==> config.mk <==
export PLATFORM = sky130hd
export DESIGN_NAME = lesf_ram
export DESIGN_NICKNAME = d
export VERILOG_FILES = /design/src/rtl/lesf_ram.sv
export SDC_FILE = /design/constraint.sdc
export NUM_CORES = 1
export LEC_CHECK = 0
export ABC_AREA = 1
export BUFFER_PORTS_ARGS = -buffer_cell sky130_fd_sc_hd__buf_4
export CAP_MARGIN = 20
export CORE_MARGIN = 10
export CORE_UTILIZATION = 40
export CTS_BUF_LIST = sky130_fd_sc_hd__clkbuf_2
export DETAILED_ROUTE_END_ITERATION = 8
export PLACE_DENSITY = 0.64
export SKIP_LAST_GASP = 1
export SYNTH_ARGS = -nofsm -noshare
export SYNTH_HDL_FRONTEND = slang
export SYNTH_SLANG_ARGS = --single-unit
==> constraint.sdc <==
create_clock -name clk -period 1.3 [get_ports clk]
set_input_delay 0.13 -clock clk [delete_from_list [all_inputs] [get_ports clk]]
set_output_delay 0.13 -clock clk [all_outputs]
set_load 0.005 [all_outputs]
==> src/rtl/lesf_ram.sv <==
// Generic single-write, single-read RAM with registered read data.
module lesf_ram #(
  parameter int WIDTH = 8,
  parameter int DEPTH = 16
) (
  input  logic                     clk,
  input  logic                     we,
  input  logic [$clog2(DEPTH)-1:0] waddr,
  input  logic [WIDTH-1:0]         wdata,
  input  logic                     re,
  input  logic [$clog2(DEPTH)-1:0] raddr,
  output logic [WIDTH-1:0]         rdata
);

  logic [WIDTH-1:0] mem [DEPTH];
  logic [WIDTH-1:0] rdata_r;

  // A read at the address being written returns the old contents.
  always_ff @(posedge clk) begin
    if (we) begin
      mem[waddr] <= wdata;
    end
    if (re) begin
      rdata_r <= mem[raddr];
    end
  end

  assign rdata = rdata_r;

endmodule

==> results of run 1 <==
[kinds of logic (layout without fill, tap and decap cells)]
kind of cell,after synthesis,count (layout)
buffers and inverters,126,194
DFF,136,136
and+or+nand+nor,289,289
[power groups by stage]
stage | clock network, mW | logic, mW | registers (mW)
2_1_floorplan | 0 | 0.346 | 5.06
3_3_place_gp | 0 | 0.632 | 5.06
6_report | 2.31 | 0.673 | 4.96
4_1_cts | 2.34 | 0.673 | 4.96
5_1_grt | 2.55 | 0.740 | 4.97
3_5_place_dp | 0 | 0.640 | 5.06
[stage by stage]
stage / util [%] / total power, mW / cells
finish: 46.2 / 7.94 / 803
global route: 46.2 / 8.26 / 803
CTS: 46.1 / 7.98 / 803
detailed placement: 43.9 / 5.70 / 761
global placement: 43.9 / 5.69 / 761
floorplan: - / 5.40 / 551
[cell type report]
type / count / area (sq um) / share of cell area [%]
Tap cell: 184 / 230 / 3.45
Sequential cell: 136 / 4080 / 61.2
Clock inverter: 12 / 109 / 1.63
Timing Repair Buffer: 60 / 548 / 8.22
Clock buffer: 20 / 100 / 1.50
Multi-Input combinational cell: 289 / 1210 / 18.2
Inverter: 102 / 383 / 5.74
[worst min-delay path: cells and delay by family]
family                 cells  cell delay (ps)
and+or+nand+nor            3              200
buffers and inverters      3              280
[Yosys cell counts]
master,instances
inv_2,2
inv_1,100
buf_2,13
edfxtp_1,136
buf_1,1
nand2_1,173
buf_6,6
nor2_1,17
buf_4,4
nand3b_1,2
nand3_1,97
[registers in the layout, summed over array words and instances (netlist names)]
| signal | cells |
|---|---|
| rdata | 8 |
| mem | 128 |
[worst paths after layout]
path	from	depth (start not counted)	endpoint
setup reg to reg	mem[13][6]$_DFFE_PP_	6	rdata[6]$_DFFE_PP_
hold reg to reg	mem[12][2]$_DFFE_PP_	6	rdata[2]$_DFFE_PP_
setup / recovery	rdata[3]$_DFFE_PP_	1	rdata[3]
hold / removal	raddr[2]	6	rdata[3]$_DFFE_PP_
[layer usage]
metal | vias up | track usage (%)
li1 | 1888 | -
met3 | 17 | 3.43
met4 | 0 | 4.67
met5 | - | 0
met1 | 1831 | 18.1
met2 | 157 | 21.6
[timing repair]
item | 4_1_cts | 5_1_grt
setup endpoints to repair | 8 | 8
hold buffers | 10 | 0
resized for setup | 3 | 3
endpoints found under the hold margin | 144 | 0
pin swaps | 0 | 0
==> results.toml, run 1 <==
[status]
outcome = "complete, but fails checks"
violations = "setup timing"

[global_route]
grt_max_degree = 37
grt_usage_pct = 13.8
grt_pass1_vias = 3844
grt_pass1_wl_mm = 21.0
grt.overflow.total = 0
antenna_found_initial = 0

[placed_design]
portBuffers = 26
dp_hpwl_mm = 8.40
post-place-ws_ps = -47.0
gp_congestion = 0.861
place_area_sq_um = 6340

[routing]
drt-met1-wl_mm = 5.93
met3_length_um = 911
routed_via_density = 4.85
drtPass1Iterations = 4
top_layer = "met4"
wl_per_cell_um = 16.6
drc = 0
ant_nets = 0
postRouteWirelength_mm = 13.4
wl_met2_mm = 6.33
drt_first_iter_violations = 347
vias = 3893

[floorplanning]
die_h_um = 141
io_pins = 27
die_w_um = 141
fp.dieArea_sq_um = 19900
core-area_sq_um = 14400
rows = 44
start_util_pct = 40.5

[synthesis]
synth_warnings = 0
synth_cells = 551
synth_area_sq_um = 5850
synth.area.top_cells = "edfxtp_1, nand2_1, nand3_1"
postSynthAreaPerCell_sq_um = 10.6
yosysUniqueCellTypes = 11
synth_top_family_by_area = "simple AND/OR/NAND/NOR gates"
synth_xor_area_share_pct = 0
synth-seq-area-share_pct = 69.8
synth-adder-area-share_pct = 0
yosys.area_share.simple_pct = 20.8
muxShareOfSynthArea_pct = 0
synth_top_area_cell = "edfxtp_1"
synth_compound_area_share_pct = 0
yosys.area.top_type_share_pct = 69.8
synth_nets = 570
ys_ff_latch = 136

[worst_setup_path]
path_buf_inv = 1
cp_top_family = "flip-flops"
required_ps = 1170
worstSetupPathType = "reg -> out"
crit_path_max_fanout = 1
end_kind = "output pin"
crit_chain = "buf_6"
rrSetupSlack_ps = 120
cp_slowest_cell = "edfxtp_1"
arrival_ps = 1260
worst_setup_path_start_kind = "flip-flop"
critPathMaxStageDelay_ps = 470

[layout]
final_cell_area_sq_um = 6670
fin_nets = 625
antennaDiodeCount = 0
mostFrequentLayoutCell = "nand2_1"
mostFrequentLayoutCells = "nand2_1, edfxtp_1, inv_1"
area_growth_pct = 14.0
fillers = 1346
drive_gt1_share_pct = 12.8

[pwr]
pwr_density_cell_nw_per_um2 = 1190
swShare_pct = 24.0
p_clk_share_pct = 29.0
comb_power_share_pct = 8.5
p_switching_mw = 1.91
p_int_mw = 6.04
p_leak_nw = 2.88
ir_drop_mv = 0.450
pwr-share-seq_pct = 62.5

[timing]
grt_setup_unrepaired = "true"
setup_ws_ps = -94.1
slew_viol_final = 0
maxSlewHeadroom_pct = 59.4
finalSetupViolations = 8
holdWs_ps = 45.3
post-route-period-util_pct = 107
fin_crit_ps = 1390
setup_tns_ps = -547
hold_viol = 0
skew_ps = 33.8
tightest_slew_ps = 609
max_freq_mhz = 717

[clock_tree]
cts_buffers = 17
root_buffer = "clkbuf_2"
clock_sinks = 136
cts_htree_levels = 4
cts_tree = "yes"
cts_setup_buffers = 0
max-clock-path-buffers = 2
clk_pin_slew_ps = 180
clk_latency_ps = 670

[worst_hold_path]
hp-class = "in -> reg"

[run]
drv_cap = 0
Power figures use the tool's default switching activity.
==> inputs of run 2 (changes only) <==
- CORE_ASPECT_RATIO: default -> 1.5
- CORE_MARGIN: 10 -> 3
==> results.toml, run 2 (synthesis gave the netlist of run 1 again) <==
[pwr]
ir_drop_mv = 0.524
p_leak_nw = 2.90
pwr_density_cell_nw_per_um2 = 1240

[floorplanning]
rows = 53
fp.dieArea_sq_um = 16100
die_w_um = 105
start_util_pct = 41.2
die_h_um = 154
io_pins = 27
core-area_sq_um = 14200

[worst_setup_path]
end_kind = "output pin"
worst-path-stages = 1
arrival_ps = 1220
r2r_end = "rdata[1]$_DFFE_PP_"
critPathMaxStageDelay_ps = 450
cp_top_family = "flip-flops"
worstSetupPathType = "reg -> out"
cp_slowest_cell = "edfxtp_1"
r2r-start = "mem[6][1]$_DFFE_PP_"
crit_start = "rdata[3]$_DFFE_PP_"
crit_path_max_fanout = 1
endpoint = "rdata[3]"
path_buf_inv = 1
worst_setup_path_start_kind = "flip-flop"
required_ps = 1170
rrSetupSlack_ps = 120
crit_chain = "buf_6"
ff2ff_path_depth = 6

[timing]
tightest_slew_ps = 623
skew_ps = 24.0
slew_viol_final = 0
setup_ws_ps = -51.8
post-route-period-util_pct = 104
grt_setup_unrepaired = "true"
holdWs_ps = 101
finalSetupViolations = 7
fin_crit_ps = 1350
hold_viol = 0
max_freq_mhz = 740
maxSlewHeadroom_pct = 58.4

[layout]
multi_input_area_sq_um = 1210
regMostFlops = "mem"
final_cells = 813
largest_register_ffs = 128
fin_nets = 626
mostFrequentLayoutCell = "nand2_1"
mostFrequentLayoutCells = "nand2_1, edfxtp_1, inv_1"
area_growth_pct = 15.3
fillers = 1322
final-seq-area_sq_um = 4080
drive_gt1_share_pct = 13.2
final_cell_area_sq_um = 6740

[routing]
ant_nets = 0
vias = 3918
postRouteWirelength_mm = 13.2
drc = 0
routed_via_density = 4.82
wl_per_cell_um = 16.3
drt_first_iter_violations = 241
drtPass1Iterations = 8

[clock_tree]
cts_buffers = 17
cts_htree_levels = 4
max-clock-path-buffers = 2
clk_pin_slew_ps = 180
clock_sinks = 136
cts_tree = "yes"
clk_latency_ps = 650
root_buffer = "clkbuf_2"

[status]
violations = "setup timing"
outcome = "complete, but fails checks"

[run]
drv_cap = 0

[placed_design]
gp_congestion = 0.820
place_area_sq_um = 6330
dp_hpwl_mm = 8.60
portBuffers = 26
dp.cells = 769

[worst_hold_path]
hp-class = "in -> reg"
min_path_cells = 4

[global_route]
grt_pass1_vias = 3811
antenna_found_initial = 1
grt_usage_pct = 17.3
grt_max_degree = 47
grt.overflow.total = 0
grt_pass1_wl_mm = 20.7
[run 2: cell count changes in the layout (fill, tap and decap cells not counted), sizes merged]
| cell | change |
|---|---|
| clkbuf | -1 |
| diode | +1 |
| bufinv | +2 |
| dlygate4sd3 | +1 |
| clkinv | -1 |
[run 2: where the power goes]
group	switching [mW]	internal (mW)
sequential	0.0298	4.93
clock	1.48	1.27
combinational	0.427	0.240
total	1.94	6.44
[run 2: worst min path at each step]
stage / startpoint / to / slack [ps]
after detailed placement: re / rdata[0]$_DFFE_PP_ / 430
final: we / mem[1][2]$_DFFE_PP_ / 100
after global placement: re / rdata[0]$_DFFE_PP_ / 430
after global routing: we / mem[1][2]$_DFFE_PP_ / 50
after CTS: we / mem[0][4]$_DFFE_PP_ / 30
after floorplan: wdata[0] / mem[0][0]$_DFFE_PP_ / 230
[run 2: area by class of cell]
class                           instances  share of cell area (%)
Multi-Input combinational cell        289                    18.0
Inverter                              102                    5.68
Antenna cell                            1                  0.0371
Sequential cell                       136                    60.6
Clock inverter                         13                    2.66
Tap cell                              192                    3.56
Clock buffer                           19                    1.41
Timing Repair Buffer                   61                    8.04
[run 2: metal layers]
metal,share of wire (%),track usage [%],vias up,routed length (um)
li1,-,-,1895,-
met1,39,20.1,1885,5190
met2,53,30.3,110,6970
met3,4.6,3.32,28,606
met4,3.7,8.94,0,486
met5,0,0,-,0
[run 2: what timing repair did]
action / CTS / global route
resized for setup: 2 / 3
pin swaps: 0 / 0
cloned: 0 / 0
buffers inserted: 0 / 0
setup endpoints to repair: 8 / 8
hold buffers: 11 / 0
hold endpoints to repair: 144 / 0
[run 2: stage by stage]
stage | utilization (%) | TNS (ps) | setup WS [ps] | total power, mW
global placement | 44.6 | -286 | -56.2 | 5.69
global route | 47.5 | -1070 | -153 | 8.73
detailed placement | 44.6 | -355 | -64.1 | 5.70
CTS | 47.4 | -787 | -113 | 8.45
floorplan | - | 0 | 219 | 5.40
finish | 47.5 | -311 | -51.8 | 8.38
