$ cat src/rtl/lesf_pkg.sv
// Package for the largest empty square finder: widths, register indexes, types and helpers.
package lesf_pkg;

  localparam int MAX_COLS = 1024;
  localparam int MAX_ROWS = 1024;

  localparam int CHAR_W  = 8;
  localparam int LEN_W   = 11;
  localparam int SCORE_W = 11;
  localparam int COL_W   = 10;
  localparam int ROW_W   = 10;
  localparam int CFG_W   = 11;
  localparam int CFG_IDX_W = 2;

  typedef enum logic [CFG_IDX_W-1:0] {
    CFG_OBSTACLE   = 2'd0,
    CFG_ROW_LENGTH = 2'd1,
    CFG_ROW_COUNT  = 2'd2
  } cfg_idx_t;

  // Best square found so far in the current grid.
  typedef struct packed {
    logic [SCORE_W-1:0] size;
    logic [COL_W-1:0]   col;
    logic [ROW_W-1:0]   row;
  } best_t;

  // Saturates a length register into 1 .. hi.
  function automatic logic [LEN_W-1:0] clamp_len(input logic [LEN_W-1:0] v,
                                                 input logic [LEN_W-1:0] hi);
    logic [LEN_W-1:0] res;
    res = v;
    if (v == '0) begin
      res = LEN_W'(1);
    end else if (v > hi) begin
      res = hi;
    end
    return res;
  endfunction

endpackage

$ cat src/rtl/lesf_cell.sv
// Score of one grid cell and update of the best square.
module lesf_cell import lesf_pkg::*; (
  input  logic [CHAR_W-1:0]  cell_char,
  input  logic [CHAR_W-1:0]  obstacle_char,
  input  logic [SCORE_W-1:0] up,
  input  logic [SCORE_W-1:0] left,
  input  logic [SCORE_W-1:0] diag,
  input  logic [COL_W-1:0]   col,
  input  logic [ROW_W-1:0]   row,
  input  best_t              best,
  output logic [SCORE_W-1:0] score,
  output best_t              best_nxt
);

  logic [SCORE_W-1:0] min_lu;
  logic [SCORE_W-1:0] min_all;
  logic [SCORE_W-1:0] col_ext;
  logic [SCORE_W-1:0] row_ext;

  always_comb begin
    min_lu  = (diag < left) ? diag : left;
    min_all = (up < min_lu) ? up : min_lu;
    score   = (cell_char == obstacle_char) ? '0 : min_all + SCORE_W'(1);
  end

  // The top-left corner sits score-1 cells up and to the left.
  always_comb begin
    col_ext  = SCORE_W'(col) + SCORE_W'(1) - score;
    row_ext  = SCORE_W'(row) + SCORE_W'(1) - score;
    best_nxt = best;
    if (score > best.size) begin
      best_nxt.size = score;
      best_nxt.col  = col_ext[COL_W-1:0];
      best_nxt.row  = row_ext[ROW_W-1:0];
    end
  end

endmodule

$ cat config.mk
export PLATFORM = sky130hd
export DESIGN_NAME = lesf_cell
export DESIGN_NICKNAME = d
export VERILOG_FILES = /design/src/rtl/lesf_pkg.sv /design/src/rtl/lesf_cell.sv
export SDC_FILE = /design/constraint.sdc
export NUM_CORES = 1
export LEC_CHECK = 0
export ABC_CLOCK_PERIOD_IN_PS = 22400
export BUFFER_PORTS_ARGS = -buffer_cell sky130_fd_sc_hd__buf_2
export CORE_MARGIN = 1.5
export CORE_UTILIZATION = 40
export DETAILED_ROUTE_END_ITERATION = 6
export PLACE_DENSITY = 0.78
export SETUP_SLACK_MARGIN = 0.5
export SLEW_MARGIN = 30
export SYNTH_ARGS = -nofsm -noshare
export SYNTH_HDL_FRONTEND = slang
export SYNTH_SLANG_ARGS = --single-unit
$ cat constraint.sdc
create_clock -name vclk -period 22.4
set_input_delay 6.72 -clock vclk [all_inputs]
set_output_delay 6.72 -clock vclk [all_outputs]
set_load 0.005 [all_outputs]
==> results by group, run 1 <==
GRT
  – Number of global-route vias before repair: roughly 3400
  – Antenna violations before repair: 0
  – Maximum number of pins on one net before global-route repair: 23
  – GRT Util Overall: 0.222
  – GRT Residual Overflow: 0
  – First-pass GRT wire length: around 16000 um

Route
  – Sum of met3 wire segment lengths after detailed routing: between 600 and 700 um
  – Final antenna-violating net count: 0
  – Highest Signal Layer: met4
  – DR WL met2: 4980 um
  – Count of TritonRoute iterations in the first routing pass: 4
  – Mean routed wirelength per cell: between 10 and 15 um
  – Wire length on met1: between 4000 and 5000 um
  – Initial DRC Count: approximately 180
  – Via density per instance: 5.56
  – Total via count after detailed routing: roughly 3700
  – Detailed-route DRC error count: 0
  – WL final: between 9000 and 10000 um

Timing
  – Endpoints failing setup: 0
  – Portion of the clock cycle consumed by the worst path in the final layout: 0.922
  – Setup repair after global routing missed its margin: no
  – Worst slew margin relative to its limit: 0.367
  – Pin slew with the least headroom to its limit: 0.950 ns
  – Final min period: about 21 ns
  – Max Fclk: between 40 and 50 MHz
  – Number of failing hold endpoints at the final stage: 0
  – Setup TNS: 0 ns
  – Number of pins exceeding their max-slew limit in the final report: 0

Floorplanning
  – DIE WIDTH: between 90 and 100 um
  – Die boundary height: about 93 um
  – DIE AREA: ~8600 um2
  – Initial standard-cell utilization of the core: 0.416
  – # rows: 32
  – Number of top-level pins: 142
  – Placeable core region: 7770 um2

Layout
  – FF+latch count: 0
  – Nets@finish: approximately 740
  – Register Area: 0 um2
  – Final standard cell count with taps included and fillers excluded: 668
  – Clock Buffer Count: 0
  – Fraction of layout instances using a drive strength above 1: 0.316
  – Fraction of the core area covered by cells at the end of the flow: 0.520
  – Fill cell count: approximately 780
  – Non-Filler Cell Area, Final: around 4000 um2
  – Area grow syn2layout: 25.0%
  – Number of antenna cells inserted: 0

Placed design
  – Instance area after placement: around 4000 um2
  – Placed instance count: around 670
  – Input/output buffers: roughly 140
  – Estimated wirelength of the detail-placed design: 8750 um
  – Placer congestion estimate: around 0.95

Worst setup path
  – Peak per-stage delay on the critical path: 0.82 ns
  – Critical Path Start: left[4]
  – Slowest stage cell, crit path: a221oi_4
  – Buffers plus inverters on the worst setup path: 5
  – Startpoint type of the worst setup path: primary input
  – Family of cells with the greatest summed delay on the critical path: compound AO/OA/AOI/OAI gates
  – Most common cell on crit path: ha_1
  – Kind of end point of the critical path: output port
  – Crit Path Category: primary input to output port
  – Crit-path max FO: 22
  – Instance count on the critical path: 32
  – Endpoint arrival time on the critical path: 13.93 ns
  – Required time reported for the critical path endpoint: about 16 ns
  – Capturing instance or port of the critical path: best_nxt[26]

Synth
  – Post-synthesis sequential area ratio: 0
  – Warnings, synthesis: 0
  – Cell area after technology mapping: between 3000 and 4000 um2
  – Syn avg cell area: between 7 and 8 um2
  – Post-synthesis cell type count: 57
  – Mapped Nets: ~600
  – Synthesized instance count: around 430

Clock tree
  – Post-CTS Setup Bufs: 0
  – Hold Buf Count CTS: 0
  – Post_cts resized: 0

Pwr
  – Power density normalized to cell area: slightly above 60 nW/um2
  – Leakage dissipation: roughly 2.1 nW
  – IR drop worst, VDD: ~0.045 mV

Run status
  – Run status: completed

Worst hold path
  – Hold Crit Class: primary input to output port

Flow run
  – Maximum capacitance violations: 0
==> layout make-up <==
type,count,area (um2),area share
tap,102,128,0.0316
multi-input combinational,383,3010,0.745
timing repair buffer,145,761,0.188
inverter,38,143,0.0353
==> metal layers <==
metal,up-vias,global-route usage
met4,0,0.0303
li1,1850,-
met2,148,0.423
met1,1705,0.272
met3,10,0.0189
met5,-,0
==> layout by cell type (no fill, tap or decap), types with 4 or more instances in the layout <==
| cell | count |
|---|---|
| inv_1 | 38 |
| a21o_1 | 6 |
| xor2_1 | 8 |
| a21oi_1 | 28 |
| or3_1 | 5 |
| buf_2 | 142 |
| and4_1 | 5 |
| o21ai_0 | 26 |
| o21ai_2 | 4 |
| nand2_1 | 28 |
| nor2b_1 | 5 |
| nor4_1 | 4 |
| nand3_1 | 21 |
| nor3_1 | 9 |
| ha_1 | 66 |
| nand4_1 | 10 |
| nor2_1 | 35 |
| mux2_2 | 11 |
| xnor2_1 | 37 |
| mux2i_1 | 12 |
| and3_1 | 6 |
| o2111ai_1 | 4 |
==> Yosys cell counts, types with 5 or more instances <==
master / n / share of area
clkbuf_1: 5 / 0.0058
nand4_1: 10 / 0.019
mux2i_1: 12 / 0.037
and4_1: 5 / 0.014
or3_1: 5 / 0.0097
inv_1: 38 / 0.044
o21ai_2: 5 / 0.014
nor2_1: 35 / 0.041
a21o_1: 6 / 0.014
nand3_1: 21 / 0.033
xnor2_1: 37 / 0.10
xor2_1: 8 / 0.022
nor3_1: 9 / 0.014
nand2_1: 28 / 0.033
mux2_2: 11 / 0.038
nor2b_1: 5 / 0.0097
a21oi_1: 28 / 0.043
o21ai_0: 26 / 0.040
ha_1: 66 / 0.26
and3_1: 6 / 0.012
==> report_power, final <==
group | switching (mW) | leakage [nW] | internal, mW
registers | 0 | 0 | 0
logic | 0.131 | 2.09 | 0.115
clock network | 0 | 0 | 0
total | 0.131 | 2.09 | 0.115
==> cells by family (layout without fill, tap and decap cells) <==
kind of cell             Yosys count  count (layout)  synth area share
AND/OR/NAND/NOR                  145             145             0.238
AO/OA/AOI/OAI                     99              99             0.211
adder cells (fa/ha/maj)           68              68             0.268
buffers and inverters             51             183            0.0717
XOR/XNOR                          45              45             0.122
multiplexers                      26              26            0.0895
==> worst min path at each step <==
stage | start | end | slack (ns) | cells after the start
6_report | best[18] | best_nxt[18] | 13.71 | 4
5_1_grt | best[18] | best_nxt[18] | 13.73 | 4
4_1_cts | best[18] | best_nxt[18] | 13.71 | 4
3_5_place_dp | best[18] | best_nxt[18] | 13.71 | 4
3_3_place_gp | best[7] | best_nxt[7] | 13.71 | 4
2_1_floorplan | best[28] | best_nxt[28] | 13.53 | 2
==> through the flow <==
stage               power [mW]  setup slack, ns  hold WS (ns)
floorplan                0.166             2.74         13.53
global placement         0.233             1.69         13.71
detailed placement       0.244             1.84         13.71
CTS                      0.246             1.83         13.71
global route             0.276             1.24         13.73
finish                   0.246             1.75         13.71
Power figures use the tool's default switching activity.
==> inputs of run 2 (changes only) <==
- REMOVE_ABC_BUFFERS: not set -> 1
==> results by group, run 2 (same netlist as run 1, synthesis figures left out) <==
Worst setup path
  – Required time reported for the critical path endpoint: 15.68 ns (about the same)
  – Kind of end point of the critical path: output port
  – Startpoint type of the worst setup path: primary input
  – Crit-path max FO: 43 (+95%)
  – Peak per-stage delay on the critical path: 0.84 ns (+0.02 ns)
  – Slowest stage cell, crit path: a221oi_4
  – Crit Path Category: primary input to output port
  – Most common cell on crit path: ha_1
  – Endpoint arrival time on the critical path: 13.99 ns (+0.06 ns)

GRT
  – GRT Residual Overflow: 0 (unchanged)
  – Antenna violations before repair: 0 (unchanged)
  – First-pass GRT wire length: 16100 um (+2.2%)
  – Number of global-route vias before repair: 3552 (+3.0%)
  – Maximum number of pins on one net before global-route repair: 44 (+91%)
  – GRT Util Overall: 0.226 (+0.00444)

Timing
  – Pin slew with the least headroom to its limit: 0.920 ns (-0.0303 ns)
  – Final min period: 20.71 ns (+0.0600 ns)
  – Max Fclk: 48.3 MHz (-0.29%)
  – Number of failing hold endpoints at the final stage: 0 (unchanged)
  – Endpoints failing setup: 0 (unchanged)
  – Number of pins exceeding their max-slew limit in the final report: 0 (unchanged)
  – Setup repair after global routing missed its margin: no
  – Worst slew margin relative to its limit: 0.387 (+0.0202)
  – Portion of the clock cycle consumed by the worst path in the final layout: 0.924 (+0.00268)
  – Setup TNS: 0 ns (unchanged)

Floorplanning
  – DIE AREA: 8620 um2 (unchanged)
  – Initial standard-cell utilization of the core: 0.416 (unchanged)
  – Die boundary height: 92.9 um (unchanged)
  – # rows: 32 (unchanged)
  – Placeable core region: 7770 um2 (unchanged)
  – DIE WIDTH: 92.9 um (unchanged)
  – Number of top-level pins: 142 (unchanged)

Layout
  – Fraction of the core area covered by cells at the end of the flow: 0.515 (-0.00451)
  – Commonest non-fill, non-tap cell in the layout: buf_2
  – Non-Filler Cell Area, Final: 4000 um2 (-0.87%)
  – Number of antenna cells inserted: 0 (unchanged)
  – FF+latch count: 0 (unchanged)
  – Fraction of layout instances using a drive strength above 1: 0.315 (-0.00121)
  – Area grow syn2layout: 23.9%
  – Most frequent cells in the layout: 142 x buf_2, 66 x ha_1, 38 x inv_1
  – Final standard cell count with taps included and fillers excluded: 667 (-0.15%)
  – Clock Buffer Count: 0 (unchanged)
  – Nets@finish: 735 (-0.14%)
  – Register Area: 0 um2 (unchanged)

Route
  – Detailed-route DRC error count: 0 (unchanged)
  – Via density per instance: 5.61 (+0.93%)
  – Mean routed wirelength per cell: 15.1 um (+1.1%)
  – WL final: 10000 um (+0.99%)
  – Final antenna-violating net count: 0 (unchanged)
  – Total via count after detailed routing: 3742 (+0.78%)
  – Initial DRC Count: 200 (+8.7%)
  – Count of TritonRoute iterations in the first routing pass: 5 (+1)

Clock tree
  – Post_cts resized: 0 (unchanged)
  – Hold Buf Count CTS: 0 (unchanged)
  – Post-CTS Setup Bufs: 0 (unchanged)

Run status
  – Run status: completed

Placed design
  – Instance area after placement: 4000 um2 (-0.87%)
  – Placer congestion estimate: 0.885 (-7.0%)
  – Estimated wirelength of the detail-placed design: 8780 um (+0.33%)
  – Placed instance count: 667 (-0.15%)
  – Input/output buffers: 142 (unchanged)

Pwr
  – IR drop worst, VDD: 0.0294 mV (-35%)
  – Leakage dissipation: 2.07 nW (-0.78%)
  – Total power: 0.239 mW (-2.6%)
  – Power density normalized to cell area: 59.8 nW/um2 (-1.8%)

Flow run
  – Maximum capacitance violations: 0 (unchanged)

Worst hold path
  – Hold Crit Class: primary input to output port
-- run 2: worst paths after layout --
kind	cells past startpoint	start	slack, ns	end
max	30	left[10]	1.69	best_nxt[22]
min	4	best[14]	13.70	best_nxt[14]
-- run 2: critical path: cells and delay by family --
family          cells  cell delay [ns]
buf+inv             4             0.73
simple gates       12             2.27
mux                 2             0.52
compound gates      7             2.20
fa+ha+maj           4             1.37
xor+xnor            1             0.15
-- run 2: per-layer routing --
metal | part of all wire | global-route usage | up-vias
met4 | 0.030 | 0.0606 | 0
met5 | 0 | 0 | -
met3 | 0.050 | 0.0164 | 30
met1 | 0.43 | 0.280 | 1730
li1 | - | - | 1837
met2 | 0.49 | 0.416 | 145
-- run 2: power breakdown --
group,internal (mW),switching (mW),total [mW]
Combinational,0.110,0.129,0.239
Clock,0,0,0
Sequential,0,0,0
-- run 2: area by class of cell --
| type | count | area, um2 |
|---|---|---|
| tap | 102 | 128 |
| fill | 795 | 3770 |
| timing repair buffer | 144 | 726 |
| inverter | 38 | 143 |
| multi-input combinational | 383 | 3010 |
-- run 2: through the flow --
step | hold slack (ns) | worst slack (ns)
CTS | 13.71 | 1.73
global placement | 13.70 | 1.85
global route | 13.73 | 1.15
detailed placement | 13.71 | 1.78
finish | 13.70 | 1.69
floorplan | 13.53 | 2.50
==> inputs of run 3 (changes only) <==
- ABC_CLOCK_PERIOD_IN_PS: 22400 -> 17500
- PLACE_DENSITY: 0.78 -> 0.81
- clock period: 22.4 -> 17.5 ns (I/O delays scaled with it)
==> results by group, run 3 (same netlist as run 1, synthesis figures left out) <==
Run status
  – Run status: completed

Worst setup path
  – Slowest stage cell, crit path: a221oi_4
  – Startpoint type of the worst setup path: primary input
  – Peak per-stage delay on the critical path: 0.45 ns (-0.39 ns)
  – Crit-path max FO: 22 (-49%)
  – Endpoint arrival time on the critical path: 11.61 ns (-2.38 ns)
  – Kind of end point of the critical path: output port
  – Crit Path Category: primary input to output port
  – Required time reported for the critical path endpoint: 12.25 ns (-3.43 ns)
  – Critical Path Start: left[6]

Placed design
  – Placer congestion estimate: 0.999 (+13%)
  – Estimated wirelength of the detail-placed design: 8920 um (+1.5%)
  – Input/output buffers: 142 (unchanged)

Route
  – Total via count after detailed routing: 4024 (+7.5%)
  – Via density per instance: 5.83 (+4.0%)
  – Initial DRC Count: 366 (+83%)
  – Detailed-route DRC error count: 0 (unchanged)
  – Mean routed wirelength per cell: 16.9 um (+12%)
  – WL final: 11600 um (+16%)
  – Final antenna-violating net count: 0 (unchanged)
  – Count of TritonRoute iterations in the first routing pass: 6 (+1)

Layout
  – Area grow syn2layout: 40.5%
  – Commonest non-fill, non-tap cell in the layout: buf_2
  – Fill cell count: 699 (-12%)
  – Nets@finish: 757 (+3.0%)
  – Fraction of layout instances using a drive strength above 1: 0.421 (+0.106)
  – Register Area: 0 um2 (unchanged)
  – FF+latch count: 0 (unchanged)
  – Clock Buffer Count: 0 (unchanged)
  – Area of combinational cells with multiple inputs: 3370 um2 (+12%)
  – Fraction of the core area covered by cells at the end of the flow: 0.584 (+0.0691)
  – Most frequent cells in the layout: 140 x buf_2, 52 x ha_1, 37 x inv_1, 37 x xnor2_1, 31 x nor2_1

GRT
  – Maximum number of pins on one net before global-route repair: 23 (-48%)
  – Antenna violations before repair: 1 (+1)
  – Number of global-route vias before repair: 3656 (+2.9%)
  – GRT Residual Overflow: 0 (unchanged)
  – GRT Util Overall: 0.231 (+0.00495)
  – First-pass GRT wire length: 16600 um (+3.4%)

Timing
  – Setup repair after global routing missed its margin: no
  – Portion of the clock cycle consumed by the worst path in the final layout: 0.963
  – Final min period: ~17 ns
  – Worst slew margin relative to its limit: 0.598 (+0.211)
  – Setup TNS: 0 ns (unchanged)
  – Number of failing hold endpoints at the final stage: 0 (unchanged)
  – Max Fclk: around 59 MHz
  – Pin slew with the least headroom to its limit: 0.603 ns (-0.317 ns)
  – Endpoints failing setup: 0 (unchanged)
  – Number of pins exceeding their max-slew limit in the final report: 0 (unchanged)

Worst hold path
  – Hold EP: best_nxt[13]
  – Hold Crit Class: primary input to output port
  – Hold_sp: best[13]
  – Hold-critical path depth: 4 (unchanged)

Clock tree
  – Hold Buf Count CTS: 0 (unchanged)

Floorplanning
  – Placeable core region: 7770 um2 (unchanged)
  – # rows: 32 (unchanged)
  – DIE WIDTH: 92.9 um (unchanged)
  – DIE AREA: 8620 um2 (unchanged)
  – Number of top-level pins: 142 (unchanged)
  – Die boundary height: 92.9 um (unchanged)
  – Initial standard-cell utilization of the core: 0.416 (unchanged)

Flow run
  – Maximum capacitance violations: 0 (unchanged)

Pwr
  – IR drop worst, VDD: 0.0322 mV (+9.5%)
  – Leakage dissipation: 2.20 nW (+6.2%)
  – Power density normalized to cell area: 82.2 nW/um2 (+38%)
==> run 3: where the power goes <==
part | switching (mW) | total [mW] | internal [mW] | leakage, nW
clock | 0 | 0.00000000764 | 0.00000000764 | 0.00000634
combinational | 0.197 | 0.373 | 0.177 | 2.20
sequential | 0 | 0 | 0 | 0
total | 0.197 | 0.373 | 0.177 | 2.20
==> run 3: worst max path at each step <==
| stage | slack, ns | cells past startpoint | end |
|---|---|---|---|
| after floorplan | 0.54 | 28 | best_nxt[19] |
| after global placement | 0.35 | 33 | best_nxt[19] |
| after detailed placement | 0.28 | 33 | best_nxt[9] |
| after CTS | 0.52 | 33 | best_nxt[9] |
| after global routing | 0.37 | 33 | best_nxt[19] |
| final | 0.64 | 31 | best_nxt[0] |
==> run 3: what timing repair did <==
action / 4_1_cts / 5_1_grt
cloned: 1 / 1
resized for setup: 3 / 59
endpoints found under the setup margin: 24 / 30
pin swaps: 1 / 26
setup buffers: 3 / 12
==> run 3: metrics by stage <==
step | hold slack (ns) | power (mW) | area (um2) | instances | setup WS [ns]
floorplan | 10.59 | 0.205 | 3140 | 421 | 0.542
global placement | 10.77 | 0.303 | 4050 | 672 | 0.351
detailed placement | 10.77 | 0.315 | 4050 | 672 | 0.281
CTS | 10.77 | 0.320 | 4090 | 676 | 0.523
global route | 10.80 | 0.407 | 4540 | 690 | 0.370
finish | 10.77 | 0.373 | 4540 | 690 | 0.640
==> run 3: layout make-up <==
type                            instances  area share
Inverter                               38      0.0314
Multi-Input combinational cell        385       0.742
Timing Repair Buffer                  164       0.198
Tap cell                              102      0.0281
Antenna cell                            1    0.000551
==> run 3: layer usage <==
layer	vias up	part of all wire	global-route usage
met5	-	0	0
met4	0	0.033	0.0543
met3	39	0.069	0.0123
met2	207	0.49	0.415
met1	1885	0.41	0.299
li1	1893	-	-
==> run 3: critical path: cells and delay by family <==
kind                     cells  cell delay, ns
multiplexers                 2            0.44
buffers and inverters        5            0.75
adder cells (fa/ha/maj)      4            0.93
AO/OA/AOI/OAI               11            2.54
AND/OR/NAND/NOR              8            1.43
XOR/XNOR                     1            0.25
